$ cat config.mk
export PLATFORM = sky130hd
export DESIGN_NAME = sensor_alarm_window_monitor
export DESIGN_NICKNAME = d
export VERILOG_FILES = /design/src/hdl/sawm_pkg.sv /design/src/hdl/sawm_window.sv /design/src/hdl/sawm_div.sv /design/src/hdl/sensor_alarm_window_monitor.sv
export VERILOG_INCLUDE_DIRS = /design/src /design/src/hdl
export SDC_FILE = /design/constraint.sdc
export NUM_CORES = 1
export LEC_CHECK = 0
export ABC_AREA = 1
export BUFFER_PORTS_ARGS = -buffer_cell sky130_fd_sc_hd__buf_2
export CAP_MARGIN = 10
export CORE_ASPECT_RATIO = 0.8
export CORE_MARGIN = 2
export CORE_UTILIZATION = 55
export CTS_BUF_LIST = sky130_fd_sc_hd__clkbuf_4 sky130_fd_sc_hd__clkbuf_8 sky130_fd_sc_hd__clkbuf_16
export CTS_CLUSTER_SIZE = 25
export DETAILED_ROUTE_END_ITERATION = 8
export PLACE_DENSITY = 0.77
export SLEW_MARGIN = 10
export SYNTH_ARGS = -nofsm -noshare
export SYNTH_HDL_FRONTEND = slang
export SYNTH_SLANG_ARGS = --single-unit
$ cat constraint.sdc
create_clock -name clk -period 5.33 [get_ports clk]
set_clock_uncertainty 0.2 [all_clocks]
set_input_delay 1.066 -clock clk [delete_from_list [all_inputs] [get_ports clk]]
set_output_delay 1.066 -clock clk [all_outputs]
set_load 0.02 [all_outputs]
$ cat src/hdl/sensor_alarm_window_monitor_assert.svh
// ----------------------------------------------------------------------------
// Assertion macros for the sensor alarm window monitor
// Shorthand for the clocked, reset-gated checks used in the RTL.
// ----------------------------------------------------------------------------
`ifndef SENSOR_ALARM_WINDOW_MONITOR_ASSERT_SVH
`define SENSOR_ALARM_WINDOW_MONITOR_ASSERT_SVH

// Consequent must hold in the same cycle as the antecedent.
`define SAWM_ASSERT_NOW(label, clock, reset, ante, cons) \
  label: assert property (@(posedge clock) disable iff (reset) (ante) |-> (cons)) \
    else $error("sensor alarm window monitor check failed");

// Consequent must hold in the cycle after the antecedent.
`define SAWM_ASSERT_NEXT(label, clock, reset, ante, cons) \
  label: assert property (@(posedge clock) disable iff (reset) (ante) |=> (cons)) \
    else $error("sensor alarm window monitor check failed");

`endif

$ cat src/hdl/sawm_pkg.sv
// ----------------------------------------------------------------------------
// sawm_pkg
// Shared constants, types and register map of the sensor alarm window monitor.
// ----------------------------------------------------------------------------
`timescale 1ns / 1ps

package sawm_pkg;

  localparam int WINDOW_DEPTH = 10;
  localparam int IDX_W        = (WINDOW_DEPTH > 1) ? $clog2(WINDOW_DEPTH) : 1;
  localparam int CNT_W        = $clog2(WINDOW_DEPTH + 1);
  localparam int SAMPLE_W     = 16;
  localparam int SUM_W        = SAMPLE_W + CNT_W;
  localparam int DIV_CNT_W    = $clog2(SUM_W);
  localparam int FILL_W       = 5;
  localparam int STEP_W       = 5;
  localparam int LIMIT_W      = 4;
  localparam int COUNT_W      = 16;
  localparam int TDATA_W      = 80;
  localparam int ADDR_W       = 4;

  localparam logic signed [SAMPLE_W-1:0] ENTER_RESET = 16'sd5120;
  localparam logic signed [SAMPLE_W-1:0] ALERT_RESET = 16'sd7680;
  localparam logic signed [SAMPLE_W-1:0] CLEAR_RESET = 16'sd6400;
  localparam logic [LIMIT_W-1:0]         LIMIT_RESET = 4'd5;

  // Register index, taken from paddr[3:2].
  localparam logic [1:0] REG_ENTER = 2'd0;
  localparam logic [1:0] REG_ALERT = 2'd1;
  localparam logic [1:0] REG_CLEAR = 2'd2;
  localparam logic [1:0] REG_LIMIT = 2'd3;

  typedef enum logic [1:0] {
    MODE_IDLE        = 2'd0,
    MODE_MONITORING  = 2'd1,
    MODE_ALERT       = 2'd2,
    MODE_CALIBRATING = 2'd3
  } mode_t;

  // Result of one pass over the window.
  typedef struct packed {
    logic                       done;
    logic signed [SUM_W-1:0]    sum;
    logic signed [SAMPLE_W-1:0] min;
    logic signed [SAMPLE_W-1:0] max;
    logic [CNT_W-1:0]           fill;
  } win_stat_t;

  typedef struct packed {
    logic                       done;
    logic signed [SAMPLE_W-1:0] quotient;
  } div_res_t;

endpackage

$ cat src/hdl/sawm_window.sv
// ----------------------------------------------------------------------------
// sawm_window
// Sample ring with fill count, and a sequential sum, min and max scan.
// ----------------------------------------------------------------------------
`timescale 1ns / 1ps

module sawm_window (
  input  logic                                clk,
  input  logic                                rst,
  input  logic                                start,
  input  logic signed [sawm_pkg::SAMPLE_W-1:0] sample,
  output sawm_pkg::win_stat_t                 stat
);
  import sawm_pkg::*;

  logic signed [SAMPLE_W-1:0] mem [WINDOW_DEPTH];
  logic [IDX_W-1:0]           write_position;
  logic [CNT_W-1:0]           valid_entries;

  logic                       busy;
  logic [IDX_W-1:0]           rd_idx;
  logic signed [SAMPLE_W-1:0] rd_data;
  logic                       rd_vld;
  logic                       rd_first;
  logic                       rd_last;
  logic                       issue_last;

  logic signed [SUM_W-1:0]    sum;
  logic signed [SAMPLE_W-1:0] min;
  logic signed [SAMPLE_W-1:0] max;
  logic                       done;

  assign issue_last = (rd_idx == IDX_W'(valid_entries - 1'b1));

  always_ff @(posedge clk) begin
    if (start) begin
      mem[write_position] <= sample;
    end
    rd_data <= mem[rd_idx];
  end

  always_ff @(posedge clk) begin
    if (rst) begin
      write_position <= '0;
      valid_entries  <= '0;
      busy           <= 1'b0;
      rd_idx         <= '0;
      rd_vld         <= 1'b0;
      rd_first       <= 1'b0;
      rd_last        <= 1'b0;
      done           <= 1'b0;
    end else begin
      done   <= rd_vld && rd_last;
      rd_vld <= busy;
      if (start) begin
        write_position <= (write_position == IDX_W'(WINDOW_DEPTH - 1)) ? '0
                                                                       : write_position + 1'b1;
        if (valid_entries != CNT_W'(WINDOW_DEPTH)) begin
          valid_entries <= valid_entries + 1'b1;
        end
        busy   <= 1'b1;
        rd_idx <= '0;
      end else if (busy) begin
        rd_first <= (rd_idx == '0);
        rd_last  <= issue_last;
        if (issue_last) begin
          busy <= 1'b0;
        end else begin
          rd_idx <= rd_idx + 1'b1;
        end
      end
    end
  end

  // One add and two compares per beat of read data.
  always_ff @(posedge clk) begin
    if (rd_vld) begin
      if (rd_first) begin
        sum <= {{CNT_W{rd_data[SAMPLE_W-1]}}, rd_data};
        min <= rd_data;
        max <= rd_data;
      end else begin
        sum <= sum + {{CNT_W{rd_data[SAMPLE_W-1]}}, rd_data};
        if (rd_data < min) begin
          min <= rd_data;
        end
        if (rd_data > max) begin
          max <= rd_data;
        end
      end
    end
  end

  assign stat.done = done;
  assign stat.sum  = sum;
  assign stat.min  = min;
  assign stat.max  = max;
  assign stat.fill = valid_entries;

endmodule

$ cat src/hdl/sawm_div.sv
// ----------------------------------------------------------------------------
// sawm_div
// Restoring divider, one quotient bit per cycle, truncating toward zero.
// ----------------------------------------------------------------------------
`timescale 1ns / 1ps

module sawm_div (
  input  logic                              clk,
  input  logic                              rst,
  input  logic                              start,
  input  logic signed [sawm_pkg::SUM_W-1:0] dividend,
  input  logic [sawm_pkg::CNT_W-1:0]        divisor,
  output sawm_pkg::div_res_t                res
);
  import sawm_pkg::*;

  logic                 busy;
  logic                 done;
  logic                 neg;
  logic [DIV_CNT_W-1:0] cnt;
  logic [CNT_W-1:0]     den;
  logic [CNT_W-1:0]     rem;
  logic [SUM_W-1:0]     quo;
  logic [CNT_W:0]       trial;
  logic                 ge;
  logic [CNT_W-1:0]     rem_next;
  logic [SUM_W-1:0]     quo_next;
  logic [SUM_W-1:0]     quo_signed;

  always_comb begin
    trial    = {rem, quo[SUM_W-1]};
    ge       = (trial >= {1'b0, den});
    rem_next = ge ? CNT_W'(trial - {1'b0, den}) : trial[CNT_W-1:0];
    quo_next = {quo[SUM_W-2:0], ge};
  end

  always_ff @(posedge clk) begin
    if (rst) begin
      busy <= 1'b0;
      done <= 1'b0;
      cnt  <= '0;
    end else begin
      done <= 1'b0;
      if (start) begin
        busy <= 1'b1;
        cnt  <= '0;
      end else if (busy) begin
        cnt <= cnt + 1'b1;
        if (cnt == DIV_CNT_W'(SUM_W - 1)) begin
          busy <= 1'b0;
          done <= 1'b1;
        end
      end
    end
  end

  always_ff @(posedge clk) begin
    if (start) begin
      neg <= dividend[SUM_W-1];
      quo <= dividend[SUM_W-1] ? SUM_W'(-dividend) : SUM_W'(dividend);
      rem <= '0;
      den <= divisor;
    end else if (busy) begin
      quo <= quo_next;
      rem <= rem_next;
    end
  end

  assign quo_signed   = neg ? (~quo + 1'b1) : quo;
  assign res.done     = done;
  assign res.quotient = quo_signed[SAMPLE_W-1:0];

endmodule

$ cat src/hdl/sensor_alarm_window_monitor.sv
// ----------------------------------------------------------------------------
// sensor_alarm_window_monitor
// Windowed sensor alarm machine with APB-style threshold registers.
// ----------------------------------------------------------------------------
// Input beats on s_* carry one signed Q8.8 sample in s_tdata[15:0]. Each
// sample is stored in a ring of WINDOW_DEPTH entries and the window is read
// back one entry per cycle to form its sum, minimum and maximum. In
// monitoring mode the average comes from a restoring divider that makes
// one quotient bit per cycle. s_tready rises with m_tvalid and is low
// while an item is in work. Each item yields one result beat on m_*, held
// in an output register: a new sample is taken while that beat waits, and
// a stalled receiver only holds the block at the end of the next item.
// Reset clears the mode, counters, fill count and the output valid, and
// loads the threshold registers with their defaults; no clearing pass is
// needed. The user must write the registers through the APB port only
// while idle; the block itself does not enforce this.
// ----------------------------------------------------------------------------
`timescale 1ns / 1ps

`include "sensor_alarm_window_monitor_assert.svh"

module sensor_alarm_window_monitor (
  input  logic                          clk,
  input  logic                          rst,
  // s_tdata: sample[15:0]
  input  logic                          s_tvalid,
  output logic                          s_tready,
  input  logic [15:0]                   s_tdata,
  // m_tdata: window_average[15:0], monitor_count[31:16],
  // cal_step[36:32], fill_count[41:37], window_min[57:42],
  // window_max[73:58], zero[79:74]
  output logic                          m_tvalid,
  input  logic                          m_tready,
  output logic [sawm_pkg::TDATA_W-1:0]  m_tdata,
  // m_tuser: mode_code[1:0]
  output logic [1:0]                    m_tuser,
  input  logic                          psel,
  input  logic                          penable,
  input  logic                          pwrite,
  input  logic [sawm_pkg::ADDR_W-1:0]   paddr,
  input  logic [31:0]                   pwdata,
  output logic [31:0]                   prdata,
  output logic                          pready
);
  import sawm_pkg::*;

  typedef enum logic [3:0] {
    ST_IDLE = 4'b0001,
    ST_SCAN = 4'b0010,
    ST_DIV  = 4'b0100,
    ST_DONE = 4'b1000
  } state_t;

  state_t state;
  state_t state_next;

  logic signed [SAMPLE_W-1:0] enter_threshold;
  logic signed [SAMPLE_W-1:0] alert_threshold;
  logic signed [SAMPLE_W-1:0] clear_threshold;
  logic [LIMIT_W-1:0]         calibration_limit;

  mode_t                      mode;
  mode_t                      mode_next;
  logic signed [SAMPLE_W-1:0] held_average;
  logic signed [SAMPLE_W-1:0] held_average_next;
  logic [COUNT_W-1:0]         sample_counter;
  logic [COUNT_W-1:0]         sample_counter_next;
  logic [STEP_W-1:0]          step_counter;
  logic [STEP_W-1:0]          step_counter_next;
  logic [STEP_W-1:0]          step_inc;

  logic signed [SAMPLE_W-1:0] sample_q;
  logic                       in_beat;
  logic                       cfg_write;
  logic                       out_load;
  logic                       div_start;

  win_stat_t win_stat;
  div_res_t  div_res;

  assign in_beat   = s_tvalid && s_tready;
  assign s_tready  = (state == ST_IDLE);
  assign pready    = 1'b1;
  assign cfg_write = psel && penable && pwrite && pready;
  assign out_load  = (state == ST_DONE) && (!m_tvalid || m_tready);
  assign div_start = (state == ST_SCAN) && win_stat.done && (mode == MODE_MONITORING);

  sawm_window u_window (
    .clk    (clk),
    .rst    (rst),
    .start  (in_beat),
    .sample (s_tdata),
    .stat   (win_stat)
  );

  sawm_div u_div (
    .clk      (clk),
    .rst      (rst),
    .start    (div_start),
    .dividend (win_stat.sum),
    .divisor  (win_stat.fill),
    .res      (div_res)
  );

  // Configuration registers.
  always_ff @(posedge clk) begin
    if (rst) begin
      enter_threshold   <= ENTER_RESET;
      alert_threshold   <= ALERT_RESET;
      clear_threshold   <= CLEAR_RESET;
      calibration_limit <= LIMIT_RESET;
    end else if (cfg_write) begin
      unique case (paddr[3:2])
        REG_ENTER: enter_threshold   <= pwdata[15:0];
        REG_ALERT: alert_threshold   <= pwdata[15:0];
        REG_CLEAR: clear_threshold   <= pwdata[15:0];
        REG_LIMIT: calibration_limit <= pwdata[LIMIT_W-1:0];
      endcase
    end
  end

  always_comb begin
    unique case (paddr[3:2])
      REG_ENTER: prdata = {{16{enter_threshold[15]}}, enter_threshold};
      REG_ALERT: prdata = {{16{alert_threshold[15]}}, alert_threshold};
      REG_CLEAR: prdata = {{16{clear_threshold[15]}}, clear_threshold};
      REG_LIMIT: prdata = {{(32 - LIMIT_W){1'b0}}, calibration_limit};
    endcase
  end

  // Sequencer.
  always_comb begin
    state_next = state;
    unique case (state)
      ST_IDLE: begin
        if (in_beat) begin
          state_next = ST_SCAN;
        end
      end
      ST_SCAN: begin
        if (win_stat.done) begin
          state_next = (mode == MODE_MONITORING) ? ST_DIV : ST_DONE;
        end
      end
      ST_DIV: begin
        if (div_res.done) begin
          state_next = ST_DONE;
        end
      end
      ST_DONE: begin
        if (out_load) begin
          state_next = ST_IDLE;
        end
      end
      default: state_next = ST_IDLE;
    endcase
  end

  // Alarm machine step, applied when the result is loaded.
  always_comb begin
    mode_next           = mode;
    held_average_next   = held_average;
    sample_counter_next = sample_counter;
    step_counter_next   = step_counter;
    step_inc            = step_counter + 1'b1;
    unique case (mode)
      MODE_IDLE: begin
        if (sample_q > enter_threshold) begin
          mode_next           = MODE_MONITORING;
          held_average_next   = sample_q;
          sample_counter_next = COUNT_W'(1);
        end
      end
      MODE_MONITORING: begin
        if (sample_counter != {COUNT_W{1'b1}}) begin
          sample_counter_next = sample_counter + 1'b1;
        end
        held_average_next = div_res.quotient;
        if (div_res.quotient > alert_threshold) begin
          mode_next           = MODE_ALERT;
          held_average_next   = '0;
          sample_counter_next = '0;
        end
      end
      MODE_ALERT: begin
        if (sample_q < clear_threshold) begin
          mode_next         = MODE_CALIBRATING;
          step_counter_next = STEP_W'(1);
        end
      end
      MODE_CALIBRATING: begin
        step_counter_next = step_inc;
        if (step_inc > {1'b0, calibration_limit}) begin
          mode_next         = MODE_IDLE;
          step_counter_next = '0;
        end
      end
    endcase
  end

  always_ff @(posedge clk) begin
    if (rst) begin
      state          <= ST_IDLE;
      mode           <= MODE_IDLE;
      held_average   <= '0;
      sample_counter <= '0;
      step_counter   <= '0;
      m_tvalid       <= 1'b0;
    end else begin
      state <= state_next;
      if (m_tvalid && m_tready) begin
        m_tvalid <= 1'b0;
      end
      if (out_load) begin
        mode           <= mode_next;
        held_average   <= held_average_next;
        sample_counter <= sample_counter_next;
        step_counter   <= step_counter_next;
        m_tvalid       <= 1'b1;
      end
    end
  end

  always_ff @(posedge clk) begin
    if (in_beat) begin
      sample_q <= s_tdata;
    end
    if (out_load) begin
      m_tuser <= mode_next;
      m_tdata <= {6'd0,
                  win_stat.max,
                  win_stat.min,
                  FILL_W'(win_stat.fill),
                  step_counter_next,
                  sample_counter_next,
                  held_average_next};
    end
  end

  `SAWM_ASSERT_NEXT(a_accept_starts_scan, clk, rst, in_beat, state == ST_SCAN)
  `SAWM_ASSERT_NEXT(a_done_loads_output, clk, rst, out_load, m_tvalid && (state == ST_IDLE))
  `SAWM_ASSERT_NOW(a_step_only_calibrating, clk, rst, mode != MODE_CALIBRATING,
                   step_counter == '0)
  `SAWM_ASSERT_NOW(a_count_only_monitoring, clk, rst, mode != MODE_MONITORING,
                   (sample_counter == '0) && (held_average == '0))
  `SAWM_ASSERT_NOW(a_div_only_monitoring, clk, rst, state == ST_DIV,
                   mode == MODE_MONITORING)

endmodule

==> summary.md, run 1 <==
| Metric | Value |
|---|---|
| Status | `finished clean` |
| Wire per inst | `18.48 um` |
| WS Path Type | `reg2reg` |
| Residual DRC count | `0` |
| Core area | `40710 sq um` |
| CP bufs+invs | `4` |
| Root Driver | `clkbuf_16` |
| Asr flop ratio synth | `0` |
| Cell Chain, Critical Path | `inv_1, ha_1, nand3_1, nor2_1, inv_1, nor2_1, nand2_1, nand2_1, nand2_1, nand2_1, nand2_1, ha_1, nand2_1, nor3_1, nand2_1, nand3_1, nand3_2, nand3_1, nand2_1, inv_1, nand3_1, nand2_1, inv_1` |
| Cts repair resizes | `0` |
| First-pass GRT wire length | `88740 um` |
| Setup crit end kind | `register` |
| Type of origin of the critical path | `register` |
| Initial antenna violation count | `8` |
| Worst endpoint data arrival time | `4.65 ns` |
| Power Dens Cells | `380.8 nW/um^2` |
| Fin crit share | `0.8226` |
| Post-CTS Setup Repair Bufs | `0` |
| Clock transition at path regs | `0.06 ns` |
| Hold-fix buffers at CTS | `0` |
| Synth Flop Type | `edfxtp_1` |
| Remaining antenna violation count | `0` |
| Placed Area | `23780 sq um` |
| GRT Total Usage | `0.2631` |
| Syn_area_per_cell | `9.487 sq um` |
| CTS Buffer Depth | `3` |
| Largest net degree at the start of global routing | `81` |
| Peak supply drop | `0.3009 mV` |
| CP delay by family, top | `simple AND/OR/NAND/NOR gates` |
| GP Congestion | `0.9404` |
| GRT overflow | `0` |
| Most frequent cells in the layout | `nand2_1, edfxtp_1, inv_1` |
| TritonCTS clock tree | `done` |
| Pre-Repair DR Iteration Count | `7` |
| Row cnt | `66` |
| Area delta synth->final | `11.75%` |
| Required @ worst endpoint | `5.59 ns` |
| Total power | `9.668 mW` |
| YS warnings | `0` |
| Die ar. | `42960 sq um` |
| Num CTS Buffers | `47` |
| Commonest non-fill, non-tap cell in the layout | `nand2_1` |
| Later-pin clock latency in the skew report | `0.59 ns` |
| Starting Density | `0.5581` |
| RSZ-0062 raised after global routing | `no` |
| Sequential area share after synthesis | `0.5569` |
| Worst Max-Slew Pin Slew | `1.189 ns` |
| Yosys reg bits | `468` |
| Detailed placement HPWL | `38480 um` |
| H-tree Lvls | `2` |
| Share of layout cells above drive strength 1 | `0.1157` |
| HP Class | `reg2reg` |
| Max-cap viol count | `0` |
| Vias per cell | `5.756` |
| Design area | `25390 sq um` |
| Critical Path Fanout Max | `34` |
| Final Hold Vio Count | `0` |
| Die height | `185.8 um` |
| Clock sink count | `468` |
| Crit-path most repeated cell | `nand2_1` |
| Vias | `17780` |
| Number of synthesized flops with an enable pin | `328` |
| Final min period | `4.384 ns` |
| Final setup viols | `0` |
| R2r setup slk | `0.95 ns` |
| Die width | `231.2 um` |
| Post-synthesis cell type count | `50` |
| Largest stage delay, worst path | `0.64 ns` |
| Fmax achieved | `228.1 MHz` |
| Ports | `176` |
| Max-slew headroom | `0.2068` |
| Vias in the first global route | `16650` |
| Port bufs | `149` |
| Iter 0 DRT Violations | `1833` |
| Area of the mapped netlist | `22720 sq um` |
| Nets | `2680` |
| DRT Wirelength | `57070 um` |
| Final slew viol count | `0` |
| Setup TNS | `0 ns` |
| Slowest cell on crit path | `nand3_2` |
| Syn Inst Count | `2395` |
| Leak pwr | `10.53 nW` |
[final cells by class]
class                   instances  area, sq um
diodes                          3        7.507
well taps                     544        680.7
repair buffers                165        865.8
inverters                     297         1115
flip-flops and latches        468        12650
clock inverters                24        304.0
clock buffers                  62         1295
multi-input cells            1525         8468
fillers                      3167        15320
[report_power, final]
| group | total, mW | switching [mW] | internal [mW] |
|---|---|---|---|
| logic | 1.79 | 1.19 | 0.607 |
| registers | 4.46 | 0.269 | 4.19 |
| clock network | 3.41 | 1.40 | 2.01 |
[flip-flops by register name, indices dropped and copies added, names as in the netlist, 4 cells and up]
| signal | cells |
|---|---|
| calibration_limit | 4 |
| u_window.rd_idx | 4 |
| u_div.rem | 4 |
| u_div.den | 4 |
| held_average | 16 |
| enter_threshold | 16 |
| u_div.cnt | 5 |
| sample_counter | 16 |
| u_window.min | 16 |
| clear_threshold | 16 |
| sample_q | 16 |
| alert_threshold | 16 |
| u_div.quo | 20 |
| u_window.max | 16 |
| step_counter | 5 |
| u_window.sum | 20 |
| u_window.mem | 160 |
| u_window.valid_entries | 4 |
| u_window.rd_data | 16 |
| state | 4 |
| u_window.write_position | 4 |
| m_tdata | 73 |
[synthesized netlist by cell type (8+ instances only)]
cell / count / area share
nand2_1: 408 / 0.067
edfxtp_1: 328 / 0.43
inv_1: 286 / 0.047
o21ai_0: 206 / 0.045
nor2_1: 197 / 0.033
a21oi_1: 151 / 0.033
dfxtp_1: 140 / 0.12
nand3_1: 138 / 0.030
ha_1: 115 / 0.063
clkbuf_1: 67 / 0.011
nand4_1: 52 / 0.014
xor2_1: 42 / 0.016
o22ai_1: 35 / 0.0096
o211ai_1: 31 / 0.010
buf_4: 29 / 0.0096
nor3_1: 24 / 0.0053
xnor2_1: 15 / 0.0058
o21bai_1: 12 / 0.0040
o221ai_1: 12 / 0.0046
inv_2: 9 / 0.0015
buf_2: 8 / 0.0018
[cells by family (layout without fill, tap and decap cells)]
logic type | after synthesis | in the layout | share of synthesized area
and+or+nand+nor | 855 | 855 | 0.1631
buffers and inverters | 408 | 548 | 0.07264
adders and majority gates | 117 | 117 | 0.06509
AOI/OAI and AO/OA | 488 | 488 | 0.1200
xor gates and xnor gates | 57 | 57 | 0.02197
other | 2 | 11 | 0.0003305
DFF | 468 | 468 | 0.5569
[through the flow]
step           setup WS, ns  hold WS, ns    util  instances
2_1_floorplan         1.099       0.2163       -       2401
3_3_place_gp          1.349       0.2274  0.5842       2999
3_5_place_dp          1.149       0.2338  0.5842       2999
4_1_cts               1.097       0.2492  0.6235       3085
5_1_grt              0.6065       0.2564  0.6236       3087
6_report             0.9458       0.2429  0.6236       3088
[tightest hold or removal path: stages, from the launching register on]
cell	delay [ns]
dfxtp_1	0.32
inv_1	0.05
nor2_1	0.03
[metal layers]
metal | wire length, um | vias up | global-route usage
met1 | 24460 | 8414 | 0.3742
li1 | - | 8414 | -
met3 | 5406 | 124 | 0.04733
met4 | 1542 | 4 | 0.09006
met2 | 25640 | 820 | 0.4074
met5 | 24 | - | 0
[worst paths after layout]
check,startpoint,to,cells past startpoint
setup / recovery,u_div.quo[0],held_average[10],23
hold / removal,u_window.busy,u_window.rd_vld,2
setup reg to reg,u_div.quo[0],held_average[10],23
hold reg to reg,u_window.busy,u_window.rd_vld,2
(Power assumes the default switching activity.)
==> run 2: changes to the inputs <==
Settings changed: PLACE_DENSITY 0.77 to 0.8.
Clock period 5.33 ns to 3.9 ns, I/O delays scaled along.
==> summary.md, run 2 (synthesized netlist as in run 1, its figures left out) <==
| Metric | Value |
|---|---|
| Type of origin of the critical path | `register (unchanged)` |
| Iter 0 DRT Violations | `2121 (was 1833)` |
| Post-CTS Setup Repair Bufs | `0 (unchanged)` |
| Placed Area | `24010 sq um (was 23780 sq um)` |
| Wire per inst | `18.99 um (was 18.48 um)` |
| Cts repair resizes | `0 (unchanged)` |
| DRT Wirelength | `59150 um (was 57070 um)` |
| Worst Max-Slew Pin Slew | `1.177 ns (was 1.189 ns)` |
| Detailed placement HPWL | `39770 um (was 38480 um)` |
| Max-slew headroom | `0.2146 (was 0.2068)` |
| Design area | `25620 sq um (was 25390 sq um)` |
| Nets | `2707 (was 2680)` |
| Crit-path most repeated cell | `nand2_1 (unchanged)` |
| Status | `finished clean (unchanged)` |
| Fin crit share | `0.9081 (was 0.8226)` |
| Row cnt | `66 (unchanged)` |
| Max-cap viol count | `0 (unchanged)` |
| Clock sink count | `468 (unchanged)` |
| Fin util | `0.6293 (was 0.6236)` |
| Setup crit end kind | `register (unchanged)` |
| Worst endpoint data arrival time | `3.83 ns (was 4.65 ns)` |
| Ports | `176 (unchanged)` |
| Die ar. | `42960 sq um (unchanged)` |
| Commonest non-fill, non-tap cell in the layout | `nand2_1 (unchanged)` |
| Critical Path Fanout Max | `34 (unchanged)` |
| Max reg flops | `160 (unchanged)` |
| Fmax achieved | `282.4 MHz (was 228.1 MHz)` |
| TritonCTS clock tree | `done (unchanged)` |
| RSZ-0062 raised after global routing | `no (unchanged)` |
| Setup TNS | `0 ns (unchanged)` |
| Cell Chain, Critical Path | `inv_1, ha_1, nand3_1, nor2_1, inv_1, nor2_1, nand2_1, nand2_1, nand2_1, nand2_1, nand2_1, ha_1, nand2_1, nor3_1, nand2_1, nand3_1, nand3_2, buf_12, nand3_1, nand2_1, inv_1, nand3_1, nand2_1, inv_1 (was inv_1, ha_1, nand3_1, nor2_1, inv_1, nor2_1, nand2_1, nand2_1, nand2_1, nand2_1, nand2_1, ha_1, nand2_1, nor3_1, nand2_1, nand3_1, nand3_2, nand3_1, nand2_1, inv_1, nand3_1, nand2_1, inv_1)` |
| Starting Density | `0.5581 (unchanged)` |
| Total power | `13.31 mW (was 9.668 mW)` |
| Required @ worst endpoint | `4.18 ns (was 5.59 ns)` |
| Non-filler cells, final | `3115 (was 3088)` |
| Area delta synth->final | `12.76% (was 11.75%)` |
| Final WS setup | `0.3584 ns (was 0.9458 ns)` |
| Filler instances | `3192 (was 3167)` |
| Residual DRC count | `0 (unchanged)` |
| Most frequent cells in the layout | `nand2_1, edfxtp_1, inv_1 (unchanged)` |
| Setup WS pre-CTS | `0.4389 ns (was 1.149 ns)` |
| Die width | `231.2 um (unchanged)` |
| Core area | `40710 sq um (unchanged)` |
| Pre-Repair DR Iteration Count | `5 (was 7)` |
| Final setup viols | `0 (unchanged)` |
| First-pass GRT wire length | `92180 um (was 88740 um)` |
| CTS Buffer Depth | `3 (unchanged)` |
| Biggest regs | `u_window.mem (160), m_tdata (73) (unchanged)` |
| GRT Total Usage | `0.2740 (was 0.2631)` |
| Remaining antenna violation count | `0 (unchanged)` |
| Leak pwr | `10.68 nW (was 10.53 nW)` |
| Largest Register | `u_window.mem (unchanged)` |
| H-tree Lvls | `2 (unchanged)` |
| Final min period | `3.542 ns (was 4.384 ns)` |
| Final Hold Vio Count | `0 (unchanged)` |
| Share of layout cells above drive strength 1 | `0.1242 (was 0.1157)` |
| Vias in the first global route | `17260 (was 16650)` |
| Die height | `185.8 um (unchanged)` |
| Slowest cell on crit path | `edfxtp_1 (was nand3_2)` |
| GP Congestion | `0.9257 (was 0.9404)` |
| WS Path Type | `reg2reg (unchanged)` |
| Final slew viol count | `0 (unchanged)` |
| Initial antenna violation count | `4 (was 8)` |
| Root Driver | `clkbuf_16 (unchanged)` |
| GRT overflow | `0 (unchanged)` |
| Largest stage delay, worst path | `0.40 ns (was 0.64 ns)` |
| Peak supply drop | `0.4272 mV (was 0.3009 mV)` |
| Clock transition at path regs | `0.06 ns (about the same)` |
| HP Class | `reg2reg (unchanged)` |
| Hold_ws | `0.2506 ns (was 0.2429 ns)` |
| Num CTS Buffers | `46 (was 47)` |
| Hold-fix buffers at CTS | `0 (unchanged)` |
| Cells after DPL | `3027 (was 2999)` |
| Largest net degree at the start of global routing | `116 (was 81)` |
| Later-pin clock latency in the skew report | `0.59 ns (about the same)` |
| Vias | `17990 (was 17780)` |
| Vias per cell | `5.776 (was 5.756)` |
| Port bufs | `149 (unchanged)` |
| Power Dens Cells | `519.6 nW/um^2 (was 380.8 nW/um^2)` |
-- run 2: changes by cell type in the layout (fill, tap and decap cells not counted), sizes merged --
cell and delta:
diode -1, clkinvlp +3, clkbuf +1, buf +28, inv +2, bufinv -1
clkinv -5
-- run 2: per-layer routing --
layer  share of wire  GRT usage  up-vias
met4           0.023    0.09135        4
li1                -          -     8461
met3           0.099    0.05806      104
met1            0.42     0.3817     8552
met2            0.46     0.4280      871
met5         0.00044          0        -
-- run 2: layout make-up --
type | instances | area (sq um) | area share
flip-flops and latches | 468 | 12650 | 0.4939
multi-input cells | 1525 | 8448 | 0.3298
clock buffers | 63 | 1334 | 0.05206
inverters | 297 | 1115 | 0.04351
repair buffers | 193 | 1114 | 0.04347
well taps | 544 | 680.7 | 0.02657
clock inverters | 23 | 270.3 | 0.01055
diodes | 2 | 5.005 | 0.0001954
-- run 2: worst paths after layout --
path                                       from               end  depth (start not counted)  slack [ns]
worst min-delay path            u_window.min[2]       m_tdata[44]                          0        0.25
worst min register to register  u_window.min[2]       m_tdata[44]                          0        0.25
worst max register to register     u_div.quo[0]  held_average[12]                         24        0.36
worst max-delay path               u_div.quo[0]  held_average[12]                         24        0.36
-- run 2: report_power, final --
| group | total [mW] | internal (mW) | switching (mW) |
|---|---|---|---|
| sequential | 6.03 | 5.73 | 0.303 |
| combinational | 2.58 | 0.870 | 1.71 |
| clock | 4.70 | 2.75 | 1.95 |
-- run 2: critical path, delay by kind of cell, from the launching register on --
kind / cells / cell delay, ns
flip-flops: 1 / 0.40
adder cells (fa/ha/maj): 2 / 0.50
AND/OR/NAND/NOR: 17 / 1.79
buffers and inverters: 5 / 0.53
